**config.mk**
```make
export PLATFORM = sky130hd
export DESIGN_NAME = drcd_back
export DESIGN_NICKNAME = d
export VERILOG_FILES = /design/src/rtl/drcd_pkg.sv /design/src/rtl/drcd_back.sv
export SDC_FILE = /design/constraint.sdc
export NUM_CORES = 1
export LEC_CHECK = 0
export BUFFER_PORTS_ARGS = -buffer_cell sky130_fd_sc_hd__buf_2
export CAP_MARGIN = 20
export CORE_MARGIN = 5
export CORE_UTILIZATION = 61
export DETAILED_ROUTE_END_ITERATION = 10
export GPL_ROUTABILITY_DRIVEN = 0
export HOLD_SLACK_MARGIN = 0.08
export PLACE_DENSITY = 0.88
export RECOVER_POWER = 50
export REMOVE_ABC_BUFFERS = 1
export SETUP_SLACK_MARGIN = 0.5
export SLEW_MARGIN = 20
export SYNTH_ARGS = -nofsm -noshare
export SYNTH_HDL_FRONTEND = slang
export SYNTH_SLANG_ARGS = --single-unit
```
**constraint.sdc**
```tcl
create_clock -name clk -period 3.6 [get_ports clk]
set_input_delay 0 -clock clk [delete_from_list [all_inputs] [get_ports clk]]
set_output_delay 0 -clock clk [all_outputs]
set_load 0.02 [all_outputs]
```
**src/rtl/drcd_pkg.sv**
```systemverilog
`timescale 1ns / 1ps
// ----------------------------------------------------------------------------
// drcd_pkg
// Shared widths and latencies for the drift circle distance pipeline.
// ----------------------------------------------------------------------------
package drcd_pkg;

  localparam int COORD_BITS = 24;
  localparam int DRIFT_BITS = 12;
  localparam int DIST_BITS  = 26;

  // abs of a coordinate difference, its square sum and its root
  localparam int DIFF_BITS = COORD_BITS + 1;
  localparam int RAD_BITS  = 2 * DIFF_BITS;
  localparam int ROOT_BITS = DIFF_BITS;

  // width for the radius compare and the final difference
  localparam int CMP_BITS = ((ROOT_BITS > DRIFT_BITS) ? ROOT_BITS : DRIFT_BITS) + 1;

  localparam int FRONT_LAT = 3;
  localparam int SQRT_LAT  = ROOT_BITS;
  localparam int BACK_LAT  = 2;
  localparam int PIPE_LAT  = FRONT_LAT + SQRT_LAT + BACK_LAT;

  // stream packing
  localparam int CX_LSB   = 0;
  localparam int CY_LSB   = CX_LSB + COORD_BITS;
  localparam int WX_LSB   = CY_LSB + COORD_BITS;
  localparam int WY_LSB   = WX_LSB + COORD_BITS;
  localparam int OWX_LSB  = WY_LSB + COORD_BITS;
  localparam int OWY_LSB  = OWX_LSB + COORD_BITS;
  localparam int RW_LSB   = OWY_LSB + COORD_BITS;
  localparam int IN_FIELD_BITS = RW_LSB + DRIFT_BITS;
  localparam int IN_DATA_BITS  = ((IN_FIELD_BITS + 7) / 8) * 8;
  localparam int OUT_DATA_BITS = ((DIST_BITS + 7) / 8) * 8;

endpackage

```
**src/rtl/drcd_back.sv**
```systemverilog
`timescale 1ns / 1ps
// ----------------------------------------------------------------------------
// drcd_back
// Radius sum or difference select and final absolute gap (two stages).
// ----------------------------------------------------------------------------
module drcd_back (
  input  logic                              clk,
  input  logic                              en,
  input  logic [drcd_pkg::ROOT_BITS-1:0]    rc,
  input  logic [drcd_pkg::ROOT_BITS-1:0]    d,
  input  logic [drcd_pkg::DRIFT_BITS-1:0]   rw,
  output logic [drcd_pkg::DIST_BITS-1:0]    distance
);

  logic [drcd_pkg::CMP_BITS-1:0] rc_e, rw_e, d_e, sum_c, dif_c, ref_c;
  logic [drcd_pkg::CMP_BITS-1:0] ref_q, d_q, dist_c;

  always_comb begin
    rc_e  = drcd_pkg::CMP_BITS'(rc);
    rw_e  = drcd_pkg::CMP_BITS'(rw);
    d_e   = drcd_pkg::CMP_BITS'(d);
    sum_c = rc_e + rw_e;
    dif_c = (rc_e >= rw_e) ? rc_e - rw_e : rw_e - rc_e;
    ref_c = ((d_e > rc_e) && (d_e > rw_e)) ? sum_c : dif_c;
    dist_c = (d_q >= ref_q) ? d_q - ref_q : ref_q - d_q;
  end

  always_ff @(posedge clk) begin
    if (en) begin
      ref_q    <= ref_c;
      d_q      <= d_e;
      distance <= drcd_pkg::DIST_BITS'(dist_c);
    end
  end

endmodule

```
; ---- Word-level counts from Yosys, hierarchy flattened
; Index checks and enable logic that the tools add are counted.
[op_classes]
addsub = 5
magnitude_cmp = 4
n_mux = 3
reduce_logical = 1
[op_table]
columns = cell, n
row1 = 2-to-1 mux 26 bit, 3
row2 = adder 25 x 12 -> 26 bit, 1
row3 = >= comparator 25 x 26 -> 1 bit, 1
row4 = subtractor 12 x 25 -> 26 bit, 1
row5 = subtractor 25 x 12 -> 26 bit, 1
row6 = subtractor 25 x 26 -> 26 bit, 1
row7 = subtractor 26 x 25 -> 26 bit, 1
row8 = >= comparator 25 x 12 -> 1 bit, 1
row9 = > comparator 25 x 12 -> 1 bit, 1
row10 = > comparator 25 bit, 1
row11 = logical AND 1 bit, 1
[word_totals]
reg_bits = 77
inputBits = 64
output_inout_bits = 26

; ---- Depth between registers and ports, before layout
[logic_depth]
ltp_word = 3
depth_mapped = 13
depth_no_buf = 11

; ---- Worst setup path after synthesis
; No wires, ideal clock.
[synth_timing]
path_kind = register to register
from = register d_q[22] (netlist bit)
to = register distance[16] (netlist bit), data pin
arrival_time_ns = 2.667
path_slack_ns = 0.666
path_stages_with_launch = 11
n_path_buf = 3
path_cell_list = edfxtp_1 ha_1 clkbuf_1 nand4_1 or4b_2 o21a_1 buf_2 buf_2 o211ai_1 o31ai_1 xnor2_1
[synth_via]
elab_chain_cells = 2
[synth_lines]
columns = element, line_no
row1 = from (decl), drcd_back.sv:16  ; logic [drcd_pkg::CMP_BITS-1:0] ref_q, d_q, dist_c;
row2 = from (signal assigned), drcd_back.sv:31  ; d_q <= d_e;
row3 = >= comparator 25 x 26 -> 1 bit, drcd_back.sv:25  ; dist_c = (d_q >= ref_q) ? d_q - ref_q : ref_q - d_q;
row4 = 2-to-1 mux 26 bit, drcd_back.sv:25
row5 = net dist_c (one bit), drcd_back.sv:16
row6 = to (signal assigned), drcd_back.sv:32  ; distance <= drcd_pkg::DIST_BITS'(dist_c);
row7 = to (decl), drcd_back.sv:12  ; output logic [drcd_pkg::DIST_BITS-1:0] distance
; The timed path passes the listed nets, and every way through them passes these cells.
; A chain may end at the register's enable or synchronous reset.

; ---- Worst setup path in the final report
[layout_timing]
from = register d_q[11] (netlist bit)
to = register distance[7] (netlist bit), data pin
; Same word-level chain as after synthesis.

==> results.yml <==
layout:
  post_route_cells_drive_above_1_share_pct: 9.44
  layout-area-overhead-vs-synth_pct: 16.4
  num-nets-final: 1246
logic_synthesis:
  synth_most_common_cell: "sky130_fd_sc_hd__ha_1"
  synth.cell_area_sq_um: 8250
  synth_area_leaders: "sky130_fd_sc_hd__edfxtp_1 28%, sky130_fd_sc_hd__ha_1 19%, sky130_fd_sc_hd__inv_1 5.3%"
  synth_largest_type_area_fraction_pct: 28.0
  synth_area_per_cell_sq_um: 8.84
  yosys_warnings: 0
  synth_edf_count: 77
  synth.yosys.seq_area_share_pct: 28.0
  yosysUniqueCellTypes: 68
  synth_cells: 934
  synth.largest_area_cell: "sky130_fd_sc_hd__edfxtp_1"
  async_reset_ff_share_pct: 0
  synth.ff_latch_count: 77
  list_of_most_frequent_post_synthesis_cells: "123 x sky130_fd_sc_hd__ha_1, 116 x sky130_fd_sc_hd__inv_1, 77 x sky130_fd_sc_hd__edfxtp_1"
  synth_flop_cell: "sky130_fd_sc_hd__edfxtp_1"
sta:
  fmax_mhz: 326
  worst_slew_pin_slew_ns: 1.54
  setup-tns-final_ns: 0
  max_slew_margin_pct: -2.50
  finalClockSkew_ns: 0.0144
  slew_viol_final: 31
  rsz0062_at_grt: "yes"
  timing.final.crit_period_ns: 3.07
  setup_viol: 0
  timing_hold_violations_final: 0
  fin_crit_share_pct: 85.2
  postLayoutSetupSlackWorst_ns: 0.532
routing:
  avgViaCountPerCell: 6.45
  antenna_violating_nets_post_route: 0
  drt-total-wl_mm: 23.7
  drcViolationCount: 0
  detail_route.iter0.violations: 1060
  detailedRoute.firstPassIterationCount: 7
  num_vias: 7975
  routed_wire_length_per_instance_microns: 19.2
floorplanning:
  rows: 42
  design.portCount: 90
  die_span_y_microns: 126
  die-width_microns: 126
  die_area_sq_um: 16000
  coreArea_sq_um: 13200
  floorplan.initialDensity_pct: 62.3
pwr:
  power.ir.vdd_worst_uv: 289
  leakagePower_nw: 4.28
  power.density_cell_area_nw_per_um2: 410
clock_network:
  numCtsBuffers: 9
  clock_path_buffers: 2
  clock_tree_from_tritoncts: "yes"
  cts.reportedPaths.clkPinSlew_ns: 0.06
  cts_max_level: 3
  worstSkewPairLatency_ns: 0.36
  cts.sinks: 77
  cts_root_buf: "sky130_fd_sc_hd__clkbuf_16"
critical_path:
  cp_cell_sequence: "ha_1, nand2_2, nor4_1, a211oi_2, o21a_1, o21a_4, buf_4, a211oi_1, a31oi_1, xor2_1"
  worst_path_max_stage_delay_ns: 0.49
  worst_ep_arrival_time_ns: 3.16
  r2r_slack_ns: 0.53
  cp.required_ns: 3.69
  setup.worst_path.class: "flip-flop to flip-flop"
  cp_max_fo: 11
  end_kind: "flip-flop"
  cp-start-kind: "flip-flop"
  worst_path_max_delay_cell: "sky130_fd_sc_hd__nor4_1"
min_path:
  min-delay-path-class: "input port to flip-flop"
global_route:
  first_pass_grt_wire_length_mm: 37.5
  antenna_found_initial: 0
  globalRouteOverflowTotal: 0
  grt_max_degree: 49
  total_routing_usage_gr_pct: 28.7
  grt_pass1_vias: 7706
run_status:
  failed_checks: "capacitance limit, slew limit"
  run_status: "finished, violations left"
placement:
  portBuffers: 89
  dp_hpwl_mm: 17.0
  place_ws_ns: 0.282
job:
  max_cap_violations: 1
==> routing by layer <==
metal | global-route usage (%) | share of wire, %
met5 | 0 | 0
met4 | 15.0 | 5.7
met3 | 4.83 | 11
met2 | 47.4 | 46
met1 | 36.2 | 38
==> final cells by class <==
cell class | count | area [sq um]
Tap cell | 176 | 220
Timing Repair Buffer | 141 | 867
Multi-Input combinational cell | 709 | 5490
Sequential cell | 77 | 2310
Fill cell | 943 | 3640
Inverter | 116 | 435
Clock buffer | 9 | 225
Antenna cell | 1 | 2.50
Clock inverter | 7 | 50.0
==> layout by cell type (no fill, tap or decap), drive strengths merged, types with 8 or more instances in the layout <==
| cell type | n |
|---|---|
| clkbuf | 63 |
| dlygate4sd3 | 35 |
| and3 | 8 |
| o211ai | 13 |
| o21a | 16 |
| nand2b | 12 |
| nor4 | 9 |
| nand4 | 18 |
| nand3 | 21 |
| ha | 123 |
| nor2 | 50 |
| edfxtp | 77 |
| o21ai | 39 |
| xnor2 | 32 |
| a21oi | 73 |
| o21bai | 8 |
| nor3 | 31 |
| a31oi | 17 |
| a21o | 29 |
| a211oi | 11 |
| mux2i | 34 |
| buf | 52 |
| nand2 | 51 |
| xor2 | 15 |
| and2 | 8 |
| inv | 118 |
| nor2b | 14 |
==> path summary, 6_finish.rpt <==
check,cells past startpoint,start,end
max,10,d_q[11],distance[7]
min,2,rc[13],ref_q[13]
max reg2reg,10,d_q[11],distance[7]
min reg2reg,2,d_q[0],distance[0]
==> critical path, delay by kind of cell, from the launching register on <==
kind / cells / cell delay [ns]
AO/OA/AOI/OAI: 5 / 0.91
flip-flops: 1 / 0.42
AND/OR/NAND/NOR: 2 / 0.69
XOR/XNOR: 1 / 0.15
buffers and inverters: 1 / 0.19
adder cells (fa/ha/maj): 1 / 0.45
==> power breakdown <==
group	internal [mW]	switching [mW]	leakage (nW)
registers	1.20	0.0633	0.753
logic	0.691	1.12	3.40
clock network	0.469	0.389	0.130
==> what timing repair did <==
action | CTS | global route
hold endpoints to repair | 35 | 0
buffers inserted | 0 | 3
gates resized for setup | 3 | 26
gates cloned | 0 | 1
setup endpoints to repair | 25 | 46
hold buffers | 35 | 0
pin swaps | 0 | 4
==> flip-flops by register name, summed over array words and instances, names as in the netlist <==
signal    cells
ref_q        26
distance     26
d_q          25
==> cell families after synthesis <==
family                     synth area share, %
adders and majority gates                 19.9
DFF                                       28.0
xor gates and xnor gates                  4.99
buffers and inverters                     6.97
muxes                                     4.53
AOI/OAI and AO/OA                         20.3
and+or+nand+nor                           15.4
==> through the flow <==
stage	cell area, sq um	cells	total power, mW	utilization, %	hold slack, ns
finish	9600	1236	3.94	72.5	0.101
global route	9600	1235	4.14	72.5	0.108
CTS	9540	1231	3.81	72.0	0.0816
detailed placement	8900	1180	2.93	67.2	0.201
global placement	8900	1180	2.89	67.2	0.203
floorplan	8110	901	2.45	-	0.0989
Power figures use the tool's default switching activity.
