--- config.mk ---
export PLATFORM = sky130hd
export DESIGN_NAME = drcd_isqrt
export DESIGN_NICKNAME = d
export VERILOG_FILES = /design/src/rtl/drcd_pkg.sv /design/src/rtl/drcd_isqrt.sv
export SDC_FILE = /design/constraint.sdc
export NUM_CORES = 2
export LEC_CHECK = 0
export BUFFER_PORTS_ARGS = -buffer_cell sky130_fd_sc_hd__clkbuf_2
export CAP_MARGIN = 0
export CORE_ASPECT_RATIO = 0.75
export CORE_MARGIN = 5
export CORE_UTILIZATION = 40
export CTS_CLUSTER_SIZE = 20
export DETAILED_ROUTE_END_ITERATION = 10
export GPL_TIMING_DRIVEN = 1
export HOLD_SLACK_MARGIN = 0.02
export MAX_ROUTING_LAYER = met4
export PLACE_DENSITY_LB_ADDON = 0.05
export SETUP_SLACK_MARGIN = 0.05
export SYNTH_ARGS = -nofsm -noshare
export SYNTH_HDL_FRONTEND = slang
export SYNTH_SLANG_ARGS = --single-unit
export TNS_END_PERCENT = 50
--- constraint.sdc ---
create_clock -name clk -period 3.08 [get_ports clk]
set_input_delay 0.462 -clock clk [delete_from_list [all_inputs] [get_ports clk]]
set_output_delay 0.462 -clock clk [all_outputs]
set_load 0.02 [all_outputs]
--- src/rtl/drcd_pkg.sv ---
`timescale 1ns / 1ps
// ----------------------------------------------------------------------------
// drcd_pkg
// Shared widths and latencies for the drift circle distance pipeline.
// ----------------------------------------------------------------------------
package drcd_pkg;

  localparam int COORD_BITS = 24;
  localparam int DRIFT_BITS = 12;
  localparam int DIST_BITS  = 26;

  // abs of a coordinate difference, its square sum and its root
  localparam int DIFF_BITS = COORD_BITS + 1;
  localparam int RAD_BITS  = 2 * DIFF_BITS;
  localparam int ROOT_BITS = DIFF_BITS;

  // width for the radius compare and the final difference
  localparam int CMP_BITS = ((ROOT_BITS > DRIFT_BITS) ? ROOT_BITS : DRIFT_BITS) + 1;

  localparam int FRONT_LAT = 3;
  localparam int SQRT_LAT  = ROOT_BITS;
  localparam int BACK_LAT  = 2;
  localparam int PIPE_LAT  = FRONT_LAT + SQRT_LAT + BACK_LAT;

  // stream packing
  localparam int CX_LSB   = 0;
  localparam int CY_LSB   = CX_LSB + COORD_BITS;
  localparam int WX_LSB   = CY_LSB + COORD_BITS;
  localparam int WY_LSB   = WX_LSB + COORD_BITS;
  localparam int OWX_LSB  = WY_LSB + COORD_BITS;
  localparam int OWY_LSB  = OWX_LSB + COORD_BITS;
  localparam int RW_LSB   = OWY_LSB + COORD_BITS;
  localparam int IN_FIELD_BITS = RW_LSB + DRIFT_BITS;
  localparam int IN_DATA_BITS  = ((IN_FIELD_BITS + 7) / 8) * 8;
  localparam int OUT_DATA_BITS = ((DIST_BITS + 7) / 8) * 8;

endpackage

--- src/rtl/drcd_isqrt.sv ---
`timescale 1ns / 1ps
// ----------------------------------------------------------------------------
// drcd_isqrt
// Floored integer square root, one result bit per pipeline stage.
// ----------------------------------------------------------------------------
module drcd_isqrt (
  input  logic                             clk,
  input  logic                             en,
  input  logic [drcd_pkg::RAD_BITS-1:0]    radicand,
  output logic [drcd_pkg::ROOT_BITS-1:0]   root
);

  logic [drcd_pkg::RAD_BITS-1:0]  rem_q  [drcd_pkg::ROOT_BITS];
  logic [drcd_pkg::ROOT_BITS-1:0] root_q [drcd_pkg::ROOT_BITS];

  for (genvar k = 0; k < drcd_pkg::ROOT_BITS; k++) begin : g_step
    localparam int Bit = drcd_pkg::ROOT_BITS - 1 - k;

    logic [drcd_pkg::RAD_BITS-1:0]  rem_in;
    logic [drcd_pkg::ROOT_BITS-1:0] root_in;
    logic [drcd_pkg::RAD_BITS:0]    trial;
    logic                           take;

    if (k == 0) begin : g_first
      assign rem_in  = radicand;
      assign root_in = '0;
    end else begin : g_next
      assign rem_in  = rem_q[k-1];
      assign root_in = root_q[k-1];
    end

    always_comb begin
      trial = ((drcd_pkg::RAD_BITS + 1)'(root_in) << (Bit + 1))
            | ((drcd_pkg::RAD_BITS + 1)'(1) << (2 * Bit));
      take  = {1'b0, rem_in} >= trial;
    end

    always_ff @(posedge clk) begin
      if (en) begin
        rem_q[k]  <= take ? rem_in - drcd_pkg::RAD_BITS'(trial) : rem_in;
        root_q[k] <= take ? (root_in | (drcd_pkg::ROOT_BITS'(1) << Bit)) : root_in;
      end
    end
  end

  assign root = root_q[drcd_pkg::ROOT_BITS-1];

endmodule

### Word-level counts from Yosys, hierarchy flattened

Memories as Yosys holds them, arrays and structs flattened.
Cells that the tools add are included.

* register bits: 0
* bits in writable memories: 1875
* input port bits: 52
* output and inout bits: 25
* word-level logic and storage cells: 104
* memories kept: 2

* $add $sub $neg: 25
* $lt $le $gt $ge: 25
* multiplexer cells: 52

Memory list
* rem_q: depth 25, width 50, rd ports 24, clocked after memory_dff 0, wr ports 25, RTL line drcd_isqrt.sv:13 `logic [drcd_pkg::RAD_BITS-1:0] rem_q [drcd_pkg::ROOT_BITS];`
* root_q: depth 25, width 25, rd ports 25, clocked after memory_dff 0, wr ports 25, RTL line drcd_isqrt.sv:14 `logic [drcd_pkg::ROOT_BITS-1:0] root_q [drcd_pkg::ROOT_BITS];`

Operator list (count)
* 50-bit two-way mux: 25
* 50-bit by 26-bit greater-or-equal comparator with 1-bit output: 1
* 50-bit by 27-bit greater-or-equal comparator with 1-bit output: 1
* 50-bit by 28-bit greater-or-equal comparator with 1-bit output: 1
* 50-bit by 29-bit greater-or-equal comparator with 1-bit output: 1
* 50-bit by 30-bit greater-or-equal comparator with 1-bit output: 1
* 50-bit by 31-bit greater-or-equal comparator with 1-bit output: 1
* 50-bit by 32-bit greater-or-equal comparator with 1-bit output: 1
* 50-bit by 33-bit greater-or-equal comparator with 1-bit output: 1
* 50-bit by 34-bit greater-or-equal comparator with 1-bit output: 1
* 50-bit by 35-bit greater-or-equal comparator with 1-bit output: 1
* 50-bit by 36-bit greater-or-equal comparator with 1-bit output: 1
* 50-bit by 37-bit greater-or-equal comparator with 1-bit output: 1
* 50-bit by 38-bit greater-or-equal comparator with 1-bit output: 1
* 50-bit by 39-bit greater-or-equal comparator with 1-bit output: 1
* 50-bit by 40-bit greater-or-equal comparator with 1-bit output: 1
* 50-bit by 41-bit greater-or-equal comparator with 1-bit output: 1
* 50-bit by 42-bit greater-or-equal comparator with 1-bit output: 1
* 50-bit by 43-bit greater-or-equal comparator with 1-bit output: 1
* 50-bit by 44-bit greater-or-equal comparator with 1-bit output: 1
* 50-bit by 45-bit greater-or-equal comparator with 1-bit output: 1
* 50-bit by 46-bit greater-or-equal comparator with 1-bit output: 1
* 50-bit by 47-bit greater-or-equal comparator with 1-bit output: 1
* 50-bit by 48-bit greater-or-equal comparator with 1-bit output: 1
* 52 further kinds: 54

### Longest topological paths before layout

An unclocked memory read counts as a cell.

* depth after elaboration: 3
* depth in mapped cells: 13
* depth with buffers taken out: 11

### Worst setup path after synthesis

OpenSTA, ideal clock, no wires.

* kind: register to register
* start: memory rem_q[21][26] (netlist bit)
* end: memory rem_q[22][31] (netlist bit) (data pin)
* library setup time: 271 ps
* arrival time: 2946 ps
* required time: 2809 ps
* slack: -138 ps
* cell stages (with the launch flop): 12
* buffers on the path: 2
* period minus slack after synthesis: 3218 ps
* cell sequence: edfxtp_1 ha_1 buf_1 nand4_1 or4_1 o31ai_2 or2_4 o31ai_4 or3_4 buf_6 nor4_1 xor2_1

RTL lines (RTL line)
* start: declaration: drcd_isqrt.sv:13

==> flow_summary_export.csv <==
group,metric,value,unit
placed_design,portBuffers,76,
critical_path,crit_family,"simple AND/OR/NAND/NOR gates",
logic_synthesis,synth_area_leader_cell,"edfxtp_1",
logic_synthesis,synth_async_sr_flop_share,0,
final_layout,drive_gt1_frac,0.229,
critical_path,endpoint_kind,"flip-flop",
final_layout,syn_to_final_growth,24.3,%
sta,final_max_slew_viol_count,0,
logic_synthesis,synth-edff-count,1525,
critical_path,path_cells,"ha_1 > nand4_1 > or4_4 > nand4bb_4 > nand4b_1 > nand3b_1 > buf_4 > and4_4 > nand4_1 > xnor2_1",
power_and_ir_drop,power_density,682,nW/um2
grt,grt_pass1_vias,47300,
logic_synthesis,ys_types,88,
route,dr.pass1.iters,6,
clock_tree,cts_max_level,4,
final_layout,fin_area,90800,um2
die,start_util,0.403,
critical_path,crit_cells,10,
clock_tree,cts-root-buf,"clkbuf_16",
sta,rsz0062_at_grt,"true",
logic_synthesis,synthXorXnorAreaFrac,0.0604,
critical_path,worstPathRequired,3.61,ns
die,chipWidth,503,um
worst_hold_path,min_path_type,"input port to flip-flop",
die,fp.dieH,380,um
critical_path,slowest_delay,0.52,ns
sta,clock_skew,0.0245,ns
route,drtIter0Drc,3956,
grt,grt_start_max_net_pins,116,
logic_synthesis,syn_inst,5755,
die,num_rows,135,
sta,fin_hold_ws,0.163,ns
power_and_ir_drop,vdd_drop_max,0.000589,V
logic_synthesis,netlist_area,73000,um2
critical_path,cp-start-kind,"flip-flop",
logic_synthesis,synth_top_family_by_area,"simple AND/OR/NAND/NOR gates",
power_and_ir_drop,p_leak,35.0,nW
status,violations,"negative setup slack",
logic_synthesis,synthDominantCellAreaShare,0.627,
clock_tree,clkSinkCount,1525,
logic_synthesis,ys_ff_latch,1525,
final_layout,fin_nets,7170,
route,wl_met2,80000,um
sta,max_freq,314,MHz
status,outcome,"finished with violations",
critical_path,cp.buffers_inverters,1,
grt,track_usage,0.195,
placed_design,placed_area,82100,um2
grt,gr-total-overflow,0,
clock_tree,clk_pin_slew,0.07,ns
logic_synthesis,yosys.area_share.simple,0.122,
critical_path,cp_max_fo,6,
sta,slew_headroom,0.498,
logic_synthesis,yosys_most_used_dff,"edfxtp_1",
route,routedWlPerCell,20.2,um
worst_hold_path,holdPathStages,1,
grt,grt_pass1_wl,283000,um
route,met1Wirelength,95400,um
clock_tree,clk_latency,0.79,ns
logic_synthesis,synth-seq-area-share,0.627,
placed_design,gp_congestion,0.859,
route,top_layer,"met4",
final_layout,instances_no_fill,9304,
critical_path,path_common_cell,"nand4_1",
grt,antenna_found_initial,5,
flow_run,max_cap_violations,0,
clock_tree,cts_made_buffers,157,
placed_design,hpwlAfterDp,139000,um
route,ant_nets,0,
route,vias_per_cell,5.22,
clock_tree,clock_path_buffers,3,
final_layout,final_common_cell,"edfxtp_1",
logic_synthesis,syn-num-nets,6153,
sta,report.final.setup_viol,32,
die,io_pins,77,
logic_synthesis,synth.avg_cell_area,12.7,um2
critical_path,critPathKind,"flip-flop to flip-flop",
route,routed_wl,188000,um
sta,period_needed,3.19,ns
sta,hold_viol,0,
critical_path,cp.arrival,3.72,ns
logic_synthesis,yosysWarnings,0,
logic_synthesis,synthAdderAreaFrac,0.0593,
route,vias,48600,
route,drc,0,
die,die-area,191000,um2
route,met3_length,9210,um
sta,worstMarginPinSlew,0.748,ns
final_layout,layout_common_cells,"edfxtp_1, buf_4, inv_1",
logic_synthesis,synth_mux_area_frac,0.0111,
critical_path,r2r_cells,10,
clock_tree,cts_tree,"yes",
critical_path,slowest_stage,"or4_4",
logic_synthesis,yosys-top-cells-area,"edfxtp_1, ha_1, xnor2_1",
placed_design,dp.cells,8873,
logic_synthesis,synth-compound-area-share,0.0926,
sta,finalWorstSetupSlack,-0.107,ns
sta,fin_crit_sh,1.03,
die,core_area,181000,um2
[repair_timing]
action	CTS	global route
pin swaps	39	75
hold endpoints to repair	51	0
gates cloned	1	6
buffers inserted	22	57
resized for setup	125	334
endpoints found under the setup margin	249	426
hold buffers	51	0
[through the flow]
step	TNS, ns	util	setup WS, ns	power, mW
final	-1.70	0.501	-0.107	61.9
after global routing	-9.08	0.501	-0.195	65.2
after CTS	-1.04	0.490	-0.0919	61.8
after detailed placement	-42.48	0.454	-0.562	41.7
after global placement	-31.52	0.454	-0.477	41.7
after floorplan	-0.132	-	-0.0776	35.7
[cells in the mapped netlist, drive strengths merged, types with 37 or more instances]
cell type	count
ha	346
o31ai	37
nor2	381
or4	49
o21a	71
nand4	98
nor4	197
nand3	88
a21o	115
nor2b	49
xnor2	281
mux2	63
nand2b	61
nor3	154
edfxtp	1525
nand2	337
o21ai	257
inv	410
a21oi	340
xor2	223
clkbuf	98
or3	67
[registers in the layout (all words and copies together), names as in the netlist]
signal  flops
rem_q    1200
root_q    325
[worst register-to-register path, delay by kind of cell, from the launching register on]
kind / cells / cell delay (ns)
simple gates: 7 / 1.83
flops: 1 / 0.45
fa+ha+maj: 1 / 0.34
buf+inv: 1 / 0.16
xor+xnor: 1 / 0.15
[metal layers]
metal / up-vias / GRT usage
li1: 23700 / -
met1: 23700 / 0.295
met2: 928 / 0.277
met3: 224 / 0.0340
met4: 0 / 0.0390
met5: - / -
[final timing paths]
check	from	to	slack, ns
worst max-delay path	rem_q[20][19]	rem_q[21][43]	-0.11
worst min-delay path	en	rem_q[12][41]	0.16
worst max register to register	rem_q[20][19]	rem_q[21][43]	-0.11
worst min register to register	rem_q[9][3]	rem_q[10][3]	0.44
[kinds of logic after synthesis]
kind of cell / after synthesis
and+or+nand+nor: 1700
DFF: 1525
AOI/OAI and AO/OA: 1078
buffers and inverters: 529
xor gates and xnor gates: 504
adders and majority gates: 346
muxes: 73
[area by class of cell]
class	count	area, um2
diodes	4	10.0
clock buffers	181	4020
clock inverters	109	1260
fillers	15900	90300
inverters	411	1550
multi-input cells	3702	27300
flip-flops and latches	1525	45800
well taps	2397	3000
repair buffers	975	7870
[report_power, final]
part	switching (mW)	leakage (nW)	internal [mW]	total, mW
Clock	8.41	2.53	11.2	19.6
Sequential	1.99	14.6	26.1	28.1
Combinational	7.59	17.8	6.66	14.2
Total	18.0	35.0	44.0	61.9
(Power assumes the default switching activity.)
